--- config.mk ---
export PLATFORM = sky130hd
export DESIGN_NAME = aqs_quarter
export DESIGN_NICKNAME = d
export VERILOG_FILES = /design/src/sv/autotile_quarter_selector_assert.svh /design/src/sv/aqs_pkg.sv /design/src/sv/aqs_quarter.sv
export SDC_FILE = /design/constraint.sdc
export NUM_CORES = 1
export LEC_CHECK = 0
export BUFFER_PORTS_ARGS = -buffer_cell sky130_fd_sc_hd__buf_2
export CORE_MARGIN = 4
export CORE_UTILIZATION = 58
export CTS_BUF_LIST = sky130_fd_sc_hd__clkbuf_8
export CTS_CLUSTER_DIAMETER = 50
export DETAILED_ROUTE_END_ITERATION = 10
export GPL_ROUTABILITY_DRIVEN = 0
export PLACE_DENSITY_LB_ADDON = 0.3
export RECOVER_POWER = 25
export SLEW_MARGIN = 20
export SYNTH_ARGS = -nofsm -noshare
export SYNTH_HDL_FRONTEND = slang
export SYNTH_SLANG_ARGS = --single-unit
--- constraint.sdc ---
create_clock -name clk -period 7.2 [get_ports clk]
set_input_delay 0.36 -clock clk [delete_from_list [all_inputs] [get_ports clk]]
set_output_delay 0.36 -clock clk [all_outputs]
set_load 0.02 [all_outputs]
--- src/sv/autotile_quarter_selector_assert.svh ---
// Assertion macros for the autotile quarter selector.
// Expects clk and rst_n in the scope of the module that uses them.
`ifndef AUTOTILE_QUARTER_SELECTOR_ASSERT_SVH
`define AUTOTILE_QUARTER_SELECTOR_ASSERT_SVH

// same-cycle implication, off during reset
`define AQS_ASSERT_SAME(lbl, ante, cons, msg) \
  lbl: assert property (@(posedge clk) disable iff (!rst_n) (ante) |-> (cons)) \
    else $error(msg);

// next-cycle implication, off during reset
`define AQS_ASSERT_NEXT(lbl, ante, cons, msg) \
  lbl: assert property (@(posedge clk) disable iff (!rst_n) (ante) |=> (cons)) \
    else $error(msg);

`endif

--- src/sv/aqs_pkg.sv ---
// Shared constants, register indexes and types of the autotile quarter selector.
// No dependencies.
`default_nettype none

package aqs_pkg;

  localparam int MAP_DIM   = 64;
  localparam int COORD_W   = $clog2(MAP_DIM);
  localparam int ADDR_W    = 2 * COORD_W;
  localparam int TILE_W    = 32;
  localparam int TILE_H    = 32;
  localparam int TILE_BITS = 16;
  localparam int HALF_W    = TILE_W / 2;
  localparam int HALF_H    = TILE_H / 2;

  localparam int NBR_STEPS = 9;

  localparam int CFG_IDX_W  = 3;
  localparam int CFG_DATA_W = 15;

  localparam logic [1:0] MODE_SINGLE = 2'd0;
  localparam logic [1:0] MODE_FULL   = 2'd1;
  localparam logic [1:0] MODE_HORIZ  = 2'd2;

  localparam logic KIND_WRITE   = 1'b0;
  localparam logic KIND_RESOLVE = 1'b1;

  localparam logic [CFG_IDX_W-1:0] REG_TILE_MODE   = 3'd0;
  localparam logic [CFG_IDX_W-1:0] REG_ORIGIN_X    = 3'd1;
  localparam logic [CFG_IDX_W-1:0] REG_ORIGIN_Y    = 3'd2;
  localparam logic [CFG_IDX_W-1:0] REG_COUNT_COLS  = 3'd3;
  localparam logic [CFG_IDX_W-1:0] REG_COUNT_ROWS  = 3'd4;
  localparam logic [CFG_IDX_W-1:0] REG_MAP_WIDTH   = 3'd5;
  localparam logic [CFG_IDX_W-1:0] REG_MAP_HEIGHT  = 3'd6;
  localparam logic [CFG_IDX_W-1:0] REG_FRAME_COUNT = 3'd7;

  // neighbour match bits
  localparam int NB_L  = 0;
  localparam int NB_U  = 1;
  localparam int NB_R  = 2;
  localparam int NB_D  = 3;
  localparam int NB_UL = 4;
  localparam int NB_UR = 5;
  localparam int NB_DL = 6;
  localparam int NB_DR = 7;

  typedef struct packed {
    logic [1:0]  tile_mode;
    logic [14:0] origin_x;
    logic [14:0] origin_y;
    logic [4:0]  count_cols;
    logic [4:0]  count_rows;
    logic [6:0]  map_width;
    logic [6:0]  map_height;
    logic [7:0]  frame_count;
  } cfg_t;

  typedef struct packed {
    logic [7:0]         eq;
    logic [4:0]         rcnt;
    logic [4:0]         ccnt;
    logic [COORD_W-1:0] sx;
    logic [COORD_W-1:0] sy;
    logic [COORD_W-1:0] col;
    logic [COORD_W-1:0] row;
  } seq_res_t;

endpackage

`default_nettype wire

--- src/sv/aqs_quarter.sv ---
// Quarter selection: turns gathered match flags into source pixels, anchor
// index and animation step, registered as one result. Depends on aqs_pkg.
`default_nettype none

module aqs_quarter (
  input  logic              clk,
  input  logic              rst_n,
  input  logic              done,
  input  aqs_pkg::seq_res_t res,
  input  aqs_pkg::cfg_t     cfg,
  output logic              out_valid,
  output logic [11:0]       out_anchor_index,
  output logic [15:0]       out_top_left_x,
  output logic [15:0]       out_top_left_y,
  output logic [15:0]       out_top_right_x,
  output logic [15:0]       out_top_right_y,
  output logic [15:0]       out_bottom_left_x,
  output logic [15:0]       out_bottom_left_y,
  output logic [15:0]       out_bottom_right_x,
  output logic [15:0]       out_bottom_right_y,
  output logic [7:0]        out_anim_step_x,
  output logic [6:0]        out_anim_step_y
);
  import aqs_pkg::*;

  logic        l, t, r, b, ls, us, rs, ds, ldiff, rdiff;
  logic [2:0]  qx [4];
  logic [2:0]  qy [4];
  logic [15:0] px [4];
  logic [15:0] py [4];
  logic [15:0] bx, by;
  logic [12:0] anchor;
  logic [7:0]  ax;
  logic [6:0]  ay;

  logic        valid_r;
  logic [11:0] anchor_r;
  logic [15:0] px_r [4];
  logic [15:0] py_r [4];
  logic [7:0]  ax_r;
  logic [6:0]  ay_r;

  assign l  = res.col != '0;
  assign t  = res.row != '0;
  assign r  = ({1'b0, res.col} + 7'd1) < cfg.map_width;
  assign b  = ({1'b0, res.row} + 7'd1) < cfg.map_height;
  assign ls = l && res.eq[NB_L];
  assign us = t && res.eq[NB_U];
  assign rs = r && res.eq[NB_R];
  assign ds = b && res.eq[NB_D];
  assign ldiff = l && !ls;
  assign rdiff = r && !rs;

  assign anchor = 13'(res.sx) + 13'(res.sy) * 13'(cfg.map_width);
  assign bx     = 16'(cfg.origin_x) + 16'(res.ccnt) * 16'(TILE_W);
  assign by     = 16'(cfg.origin_y) + 16'(res.rcnt) * 16'(TILE_H);

  always_comb begin
    if (l && t && !res.eq[NB_UL] && ls && us) begin
      qx[0] = 3'd2; qy[0] = 3'd0;
    end else if (l && t && !ls && !us) begin
      qx[0] = 3'd0; qy[0] = 3'd2;
    end else if (l && !ls) begin
      qx[0] = 3'd0; qy[0] = 3'd4;
    end else if (t && !us) begin
      qx[0] = 3'd2; qy[0] = 3'd2;
    end else begin
      qx[0] = 3'd2; qy[0] = 3'd4;
    end

    if (r && t && !res.eq[NB_UR] && rs && us) begin
      qx[1] = 3'd3; qy[1] = 3'd0;
    end else if (r && t && !rs && !us) begin
      qx[1] = 3'd3; qy[1] = 3'd2;
    end else if (r && !rs) begin
      qx[1] = 3'd3; qy[1] = 3'd4;
    end else if (t && !us) begin
      qx[1] = 3'd1; qy[1] = 3'd2;
    end else begin
      qx[1] = 3'd1; qy[1] = 3'd4;
    end

    if (l && b && !res.eq[NB_DL] && ls && ds) begin
      qx[2] = 3'd2; qy[2] = 3'd1;
    end else if (l && b && !ls && !ds) begin
      qx[2] = 3'd0; qy[2] = 3'd5;
    end else if (l && !ls) begin
      qx[2] = 3'd0; qy[2] = 3'd3;
    end else if (b && !ds) begin
      qx[2] = 3'd2; qy[2] = 3'd5;
    end else begin
      qx[2] = 3'd2; qy[2] = 3'd3;
    end

    if (r && b && !res.eq[NB_DR] && rs && ds) begin
      qx[3] = 3'd3; qy[3] = 3'd1;
    end else if (r && b && !rs && !ds) begin
      qx[3] = 3'd3; qy[3] = 3'd5;
    end else if (r && !rs) begin
      qx[3] = 3'd3; qy[3] = 3'd3;
    end else if (b && !ds) begin
      qx[3] = 3'd1; qy[3] = 3'd5;
    end else begin
      qx[3] = 3'd1; qy[3] = 3'd3;
    end

    if (cfg.tile_mode == MODE_HORIZ) begin
      qx[0] = ldiff ? 3'd0 : 3'd2; qy[0] = 3'd0;
      qx[1] = rdiff ? 3'd3 : 3'd1; qy[1] = 3'd0;
      qx[2] = ldiff ? 3'd0 : 3'd2; qy[2] = 3'd1;
      qx[3] = rdiff ? 3'd3 : 3'd1; qy[3] = 3'd1;
    end
  end

  always_comb begin
    case (cfg.tile_mode)
      MODE_FULL, MODE_HORIZ: begin
        for (int k = 0; k < 4; k++) begin
          px[k] = 16'(cfg.origin_x) + 16'(qx[k]) * 16'(HALF_W);
          py[k] = 16'(cfg.origin_y) + 16'(qy[k]) * 16'(HALF_H);
        end
      end
      default: begin
        px[0] = bx;
        py[0] = by;
        px[1] = bx + 16'(HALF_W);
        py[1] = by;
        px[2] = bx;
        py[2] = by + 16'(HALF_H);
        px[3] = bx + 16'(HALF_W);
        py[3] = by + 16'(HALF_H);
      end
    endcase
  end

  always_comb begin
    ax = '0;
    ay = '0;
    if ($signed(cfg.frame_count) > 8'sd1) begin
      case (cfg.tile_mode)
        MODE_FULL:  ax = 8'(2 * TILE_W);
        MODE_HORIZ: ay = 7'(TILE_H);
        default:    ax = 8'(TILE_W);
      endcase
    end
  end

  always_ff @(posedge clk) begin
    if (!rst_n) begin
      valid_r <= 1'b0;
    end else begin
      valid_r <= done;
    end
  end

  always_ff @(posedge clk) begin
    if (done) begin
      anchor_r <= anchor[11:0];
      px_r     <= px;
      py_r     <= py;
      ax_r     <= ax;
      ay_r     <= ay;
    end
  end

  assign out_valid          = valid_r;
  assign out_anchor_index   = anchor_r;
  assign out_top_left_x     = px_r[0];
  assign out_top_left_y     = py_r[0];
  assign out_top_right_x    = px_r[1];
  assign out_top_right_y    = py_r[1];
  assign out_bottom_left_x  = px_r[2];
  assign out_bottom_left_y  = py_r[2];
  assign out_bottom_right_x = px_r[3];
  assign out_bottom_right_y = py_r[3];
  assign out_anim_step_x    = ax_r;
  assign out_anim_step_y    = ay_r;

endmodule

`default_nettype wire

## After elaboration in Yosys (flattened, before gate mapping)

Index checks and enable logic that the tools add are counted.

| word-level totals | value |
|---|---|
| latch bits | 0 |
| RAM bits | 0 |
| output and inout bits | 156 |
| input bits | 109 |
| memory bits (read-only) | 0 |
| bits in registers | 156 |
| memories kept | 0 |

| operators by class | value |
|---|---|
| bitwise operators | 0 |
| muxes and demuxes | 30 |
| reductions and logical operators | 43 |
| eq/ne operators | 2 |
| $lt $le $gt $ge | 3 |
| add/subtract/negate cells | 15 |
| divide/modulo/power cells | 0 |
| shift operators | 0 |
| multiply operators | 1 |

Operator list:

| kind | count |
|---|---|
| 15-bit by 7-bit adder with 16-bit output | 8 |
| 64-bit two-way mux | 2 |
| 3-bit two-way mux | 14 |
| 15-bit by 10-bit adder with 16-bit output | 2 |
| 16-bit by 5-bit adder with 16-bit output, second input constant | 2 |
| 1-bit logical AND | 32 |
| 12-bit two-way mux | 2 |
| 2-bit two-way mux | 10 |
| 6-bit by 1-bit adder with 7-bit output, second input constant | 2 |
| 7-bit less-than comparator | 2 |
| 7-bit case mux with 2 select lines | 1 |
| 6-bit by 12-bit adder with 12-bit output | 1 |
| 6-bit by 7-bit multiplier with 12-bit output | 1 |
| 6-bit nonzero test | 2 |
| 8-bit by 2-bit greater-than comparator with 1-bit output, second input constant | 1 |
| 1-bit zero test | 8 |
| 6-bit two-way mux | 1 |
| 2-bit by 1-bit equality test with 1-bit output, second input constant | 1 |
| 2-bit equality test, second input constant | 1 |
| 2-bit OR reduction | 1 |

## Depth between registers and ports, before layout

| logic depth | value |
|---|---|
| depth after elaboration | 12 |
| depth in mapped cells | 17 |
| mapped depth without buffers | 17 |

## Worst setup path before layout

OpenSTA, ideal clock, no wires.

| timing | value |
|---|---|
| path kind | input-to-reg |
| start point | input res[14] in the netlist's numbering |
| end point | register anchor_r[11] (netlist: out_anchor_index[11]), data pin |
| arrival time | 3.726 ns |
| stages | 13 |
| required time | 6.940 ns |
| setup time | 0.260 ns |
| path slack | 3.214 ns |
| cell sequence | and2_1 fa_1 inv_1 fa_1 fa_1 inv_1 fa_1 ha_1 nand2_1 o21ai_0 o41ai_1 o21ai_0 xnor2_1 |

| on the way | value |
|---|---|
| word-level cells in the longest chain between the ends | 2 |

Ends and longest elaborated chain:

| element | line | text |
|---|---|---|
| start, declared | aqs_quarter.sv:9 | `input aqs_pkg::seq_res_t res,` |
| 6-bit by 7-bit multiplier with 12-bit output | aqs_quarter.sv:54 | `assign anchor = 13'(res.sx) + 13'(res.sy) * 13'(cfg.map_width);` |
| 6-bit by 12-bit adder with 12-bit output | aqs_quarter.sv:54 |  |
| named net anchor[11] | aqs_quarter.sv:32 | `logic [12:0] anchor;` |
| end signal, assigned | aqs_quarter.sv:158 | `anchor_r <= anchor[11:0];` |
| end, declared | aqs_quarter.sv:37 | `logic [11:0] anchor_r;` |

The timed path passes the listed nets, and every way through them passes these cells.
A chain may end at the register's enable or synchronous reset.

## Final worst setup path

| timing | value |
|---|---|
| start point | input cfg[17] in the netlist's numbering |
| end point | register anchor_r[11] (netlist: out_anchor_index[11]), data pin |

| on the way | value |
|---|---|
| word-level cells in the longest chain between the ends | 2 |

Ends and longest elaborated chain:

| element | line | text |
|---|---|---|
| start, declared | aqs_quarter.sv:10 | `input aqs_pkg::cfg_t cfg,` |
| 6-bit by 7-bit multiplier with 12-bit output | aqs_quarter.sv:54 |  |
| 6-bit by 12-bit adder with 12-bit output | aqs_quarter.sv:54 |  |
| named net anchor[11] | aqs_quarter.sv:32 |  |

The timed path passes the listed nets, and every way through them passes these cells.

==> results.md <==
* Die width at 135 um
* Register area at 0.00347 mm2
* CTS Sinks at 116
* List of most frequent post-synthesis cells: edfxtp_1, inv_1, nand2_1
* GRT Total Usage at 0.251
* Die area at 0.0182 mm2
* Clock-pin slew on the worst setup and hold paths at 80 ps
* NumNets Final at 1359
* Die H at 135 um
* Slew margin rel. at -0.680
* Max FO, Critical Path at 7
* Critical path class: in2reg
* Avg Inst Size Synth at 9.92 um2
* Fraction of layout cells with a size suffix above 1 at 0.232
* Fin area at 0.0108 mm2
* Main combinational cell family by area after synthesis: adder cells
* Cell Pwr Density at 222 mW/mm2
* # hold bufs at CTS at 0
* Vias in the first global route at 7299
* Final Critical Period at 4090 ps
* Yosys top cell by area: edfxtp_1
* IO Pins at 265
* Slew @ Worst Pin at 2520 ps
* Count leader, synth: edfxtp_1
* Vias per inst at 5.52
* Post-CTS Repair Setup Buffers at 0
* Total CTS buffers at 17
* Seq/Total Area, Yosys at 0.371
* Port buffer count at 241
* Area taken by multi-input logic gates at 0.00517 mm2
* Final setup TNS at 0 ps
* # fillers at 1258
* Top post-synthesis cells by area: edfxtp_1, ha_1, fa_1
* WL final at 23000 um
* Max-cap violations at 1
* Syn Std Cell Area at 0.00936 mm2
* Final hold slack at 90.0 ps
* Core Region at 0.0158 mm2
* Pre-Repair DR Iteration Count at 5
* Status: complete, but fails checks
* DRC at 0
* Critical Path Start Type: input port
* Final period util at 0.568
* P_leak at 0.00474 uW
* Post-synth EDFFs at 115
* Violated checks: capacitance limit, slew limit
* Row count at 46
* CTS tree: done
* Cell variety after synth at 71
* Initial antenna violation count at 3
* ANT nets after route at 0
* Ys Warns at 0
* DR WL/cell at 16.7 um
* HP Class: in2reg
* Worst ir drop on vdd at 0.250 mV
* Post-Synthesis Cells at 944
* Clock buffer depth at 2
* Via count at 7596
* Yosys reg bits at 116
* Multiplexer share of the synthesized area at 0.00428
* Post-CTS resize count at 0
* Placed instance area at 0.0105 mm2
* Unrepaired setup endpoints after global routing: no
* Final setup viols at 0
* Simple-Gate Fraction of Synth Area at 0.148
* F_max at 244 MHz
* Final hold vios at 0
* Post-synth top area share at 0.369
* Congestion Overflow GR at 0
* Required time of the critical path at 7410 ps
* Async set or reset register ratio after synthesis at 0
* Synth Area in Compound Gates at 0.138
* H-tree levels at 4
* Most used DFF post-synth: edfxtp_1
* Post-Synth Adder-Cell Area at 0.165
* Drt first-iter violations at 615
* Slew Limit Fails at 51
* Crit. End Element: register
* Initial Util at 0.592
* HPWL after DPL at 17900 um
* Root Buffer Master: clkbuf_8
* Area Overhead vs Synth at 14.9%
* Synth Area in XOR/XNOR at 0.0923
* Worst path arrival time at 4300 ps
* Largest net degree at the start of global routing at 87
* First-pass GRT wire length at 35800 um
critical path, cell delays in order:
cell and delay (ps):
buf_2 160, nand2_1 90, fa_1 530, inv_1 40
ha_1 300, fa_1 550, inv_1 60, fa_1 490
inv_1 40, ha_1 320, a21oi_1 260, o21ai_0 180
o41ai_1 490, o21ai_0 240, xnor2_1 160
path summary, 6_finish.rpt:
check / end / cells after the start / slack, ps / start
worst max-delay path: out_anchor_index[11] / 15 / 3110 / cfg[17]
worst min-delay path: out_top_left_x[2] / 1 / 90 / cfg[49]
layer usage:
layer	global-route usage	share of wire
met1	0.322	0.40
met2	0.424	0.49
met3	0.0544	0.088
met4	0.0851	0.022
met5	0	0.00056
layout make-up:
class                   instances  share of cell area
multi-input cells             685               0.481
flip-flops and latches        116               0.323
repair buffers                244               0.111
inverters                      81              0.0283
well taps                     216              0.0251
clock buffers                  17              0.0218
clock inverters                15              0.0102
diodes                          2            0.000465
per-stage QoR:
stage	total power, uW	instances	setup WS (ps)	utilization
after floorplan	1610	955	3210	-
after global placement	1840	1342	2670	0.660
after detailed placement	1870	1342	2610	0.660
after CTS	2410	1374	3080	0.682
after global routing	2550	1376	2780	0.680
final	2390	1376	3110	0.680
flip-flops by register name, indices dropped and copies added (netlist names):
signal,flops
out_top_left_x,16
out_anim_step_y,1
out_bottom_right_y,11
out_bottom_left_y,12
out_anim_step_x,2
out_top_right_x,12
out_bottom_left_x,11
out_top_left_y,16
out_bottom_right_x,11
out_anchor_index,12
out_top_right_y,11
out_valid,1
power by group:
part / total, uW / leakage (uW) / switching (uW) / internal [uW]
Sequential: 914 / 0.00113 / 29.9 / 884
Combinational: 940 / 0.00344 / 593 / 347
Clock: 531 / 0.000160 / 293 / 238
Total: 2390 / 0.00474 / 916 / 1470
layout by cell type, fill, tap and decap left out, drive strengths merged, types with 27 or more instances in the layout:
master and instances:
buf 212, edfxtp 115, inv 80, nand2 75
ha 74, xnor2 70, nor2 64, a21oi 62
clkbuf 49, o21ai 38, fa 31, xor2 27
kinds of logic after synthesis:
group                      count (synthesis)
AOI/OAI and AO/OA                        195
and+or+nand+nor                          272
buffers and inverters                    154
other                                      1
adders and majority gates                105
DFF                                      116
xor gates and xnor gates                  97
muxes                                      4
No activity file was read; power rests on OpenSTA's default activity.
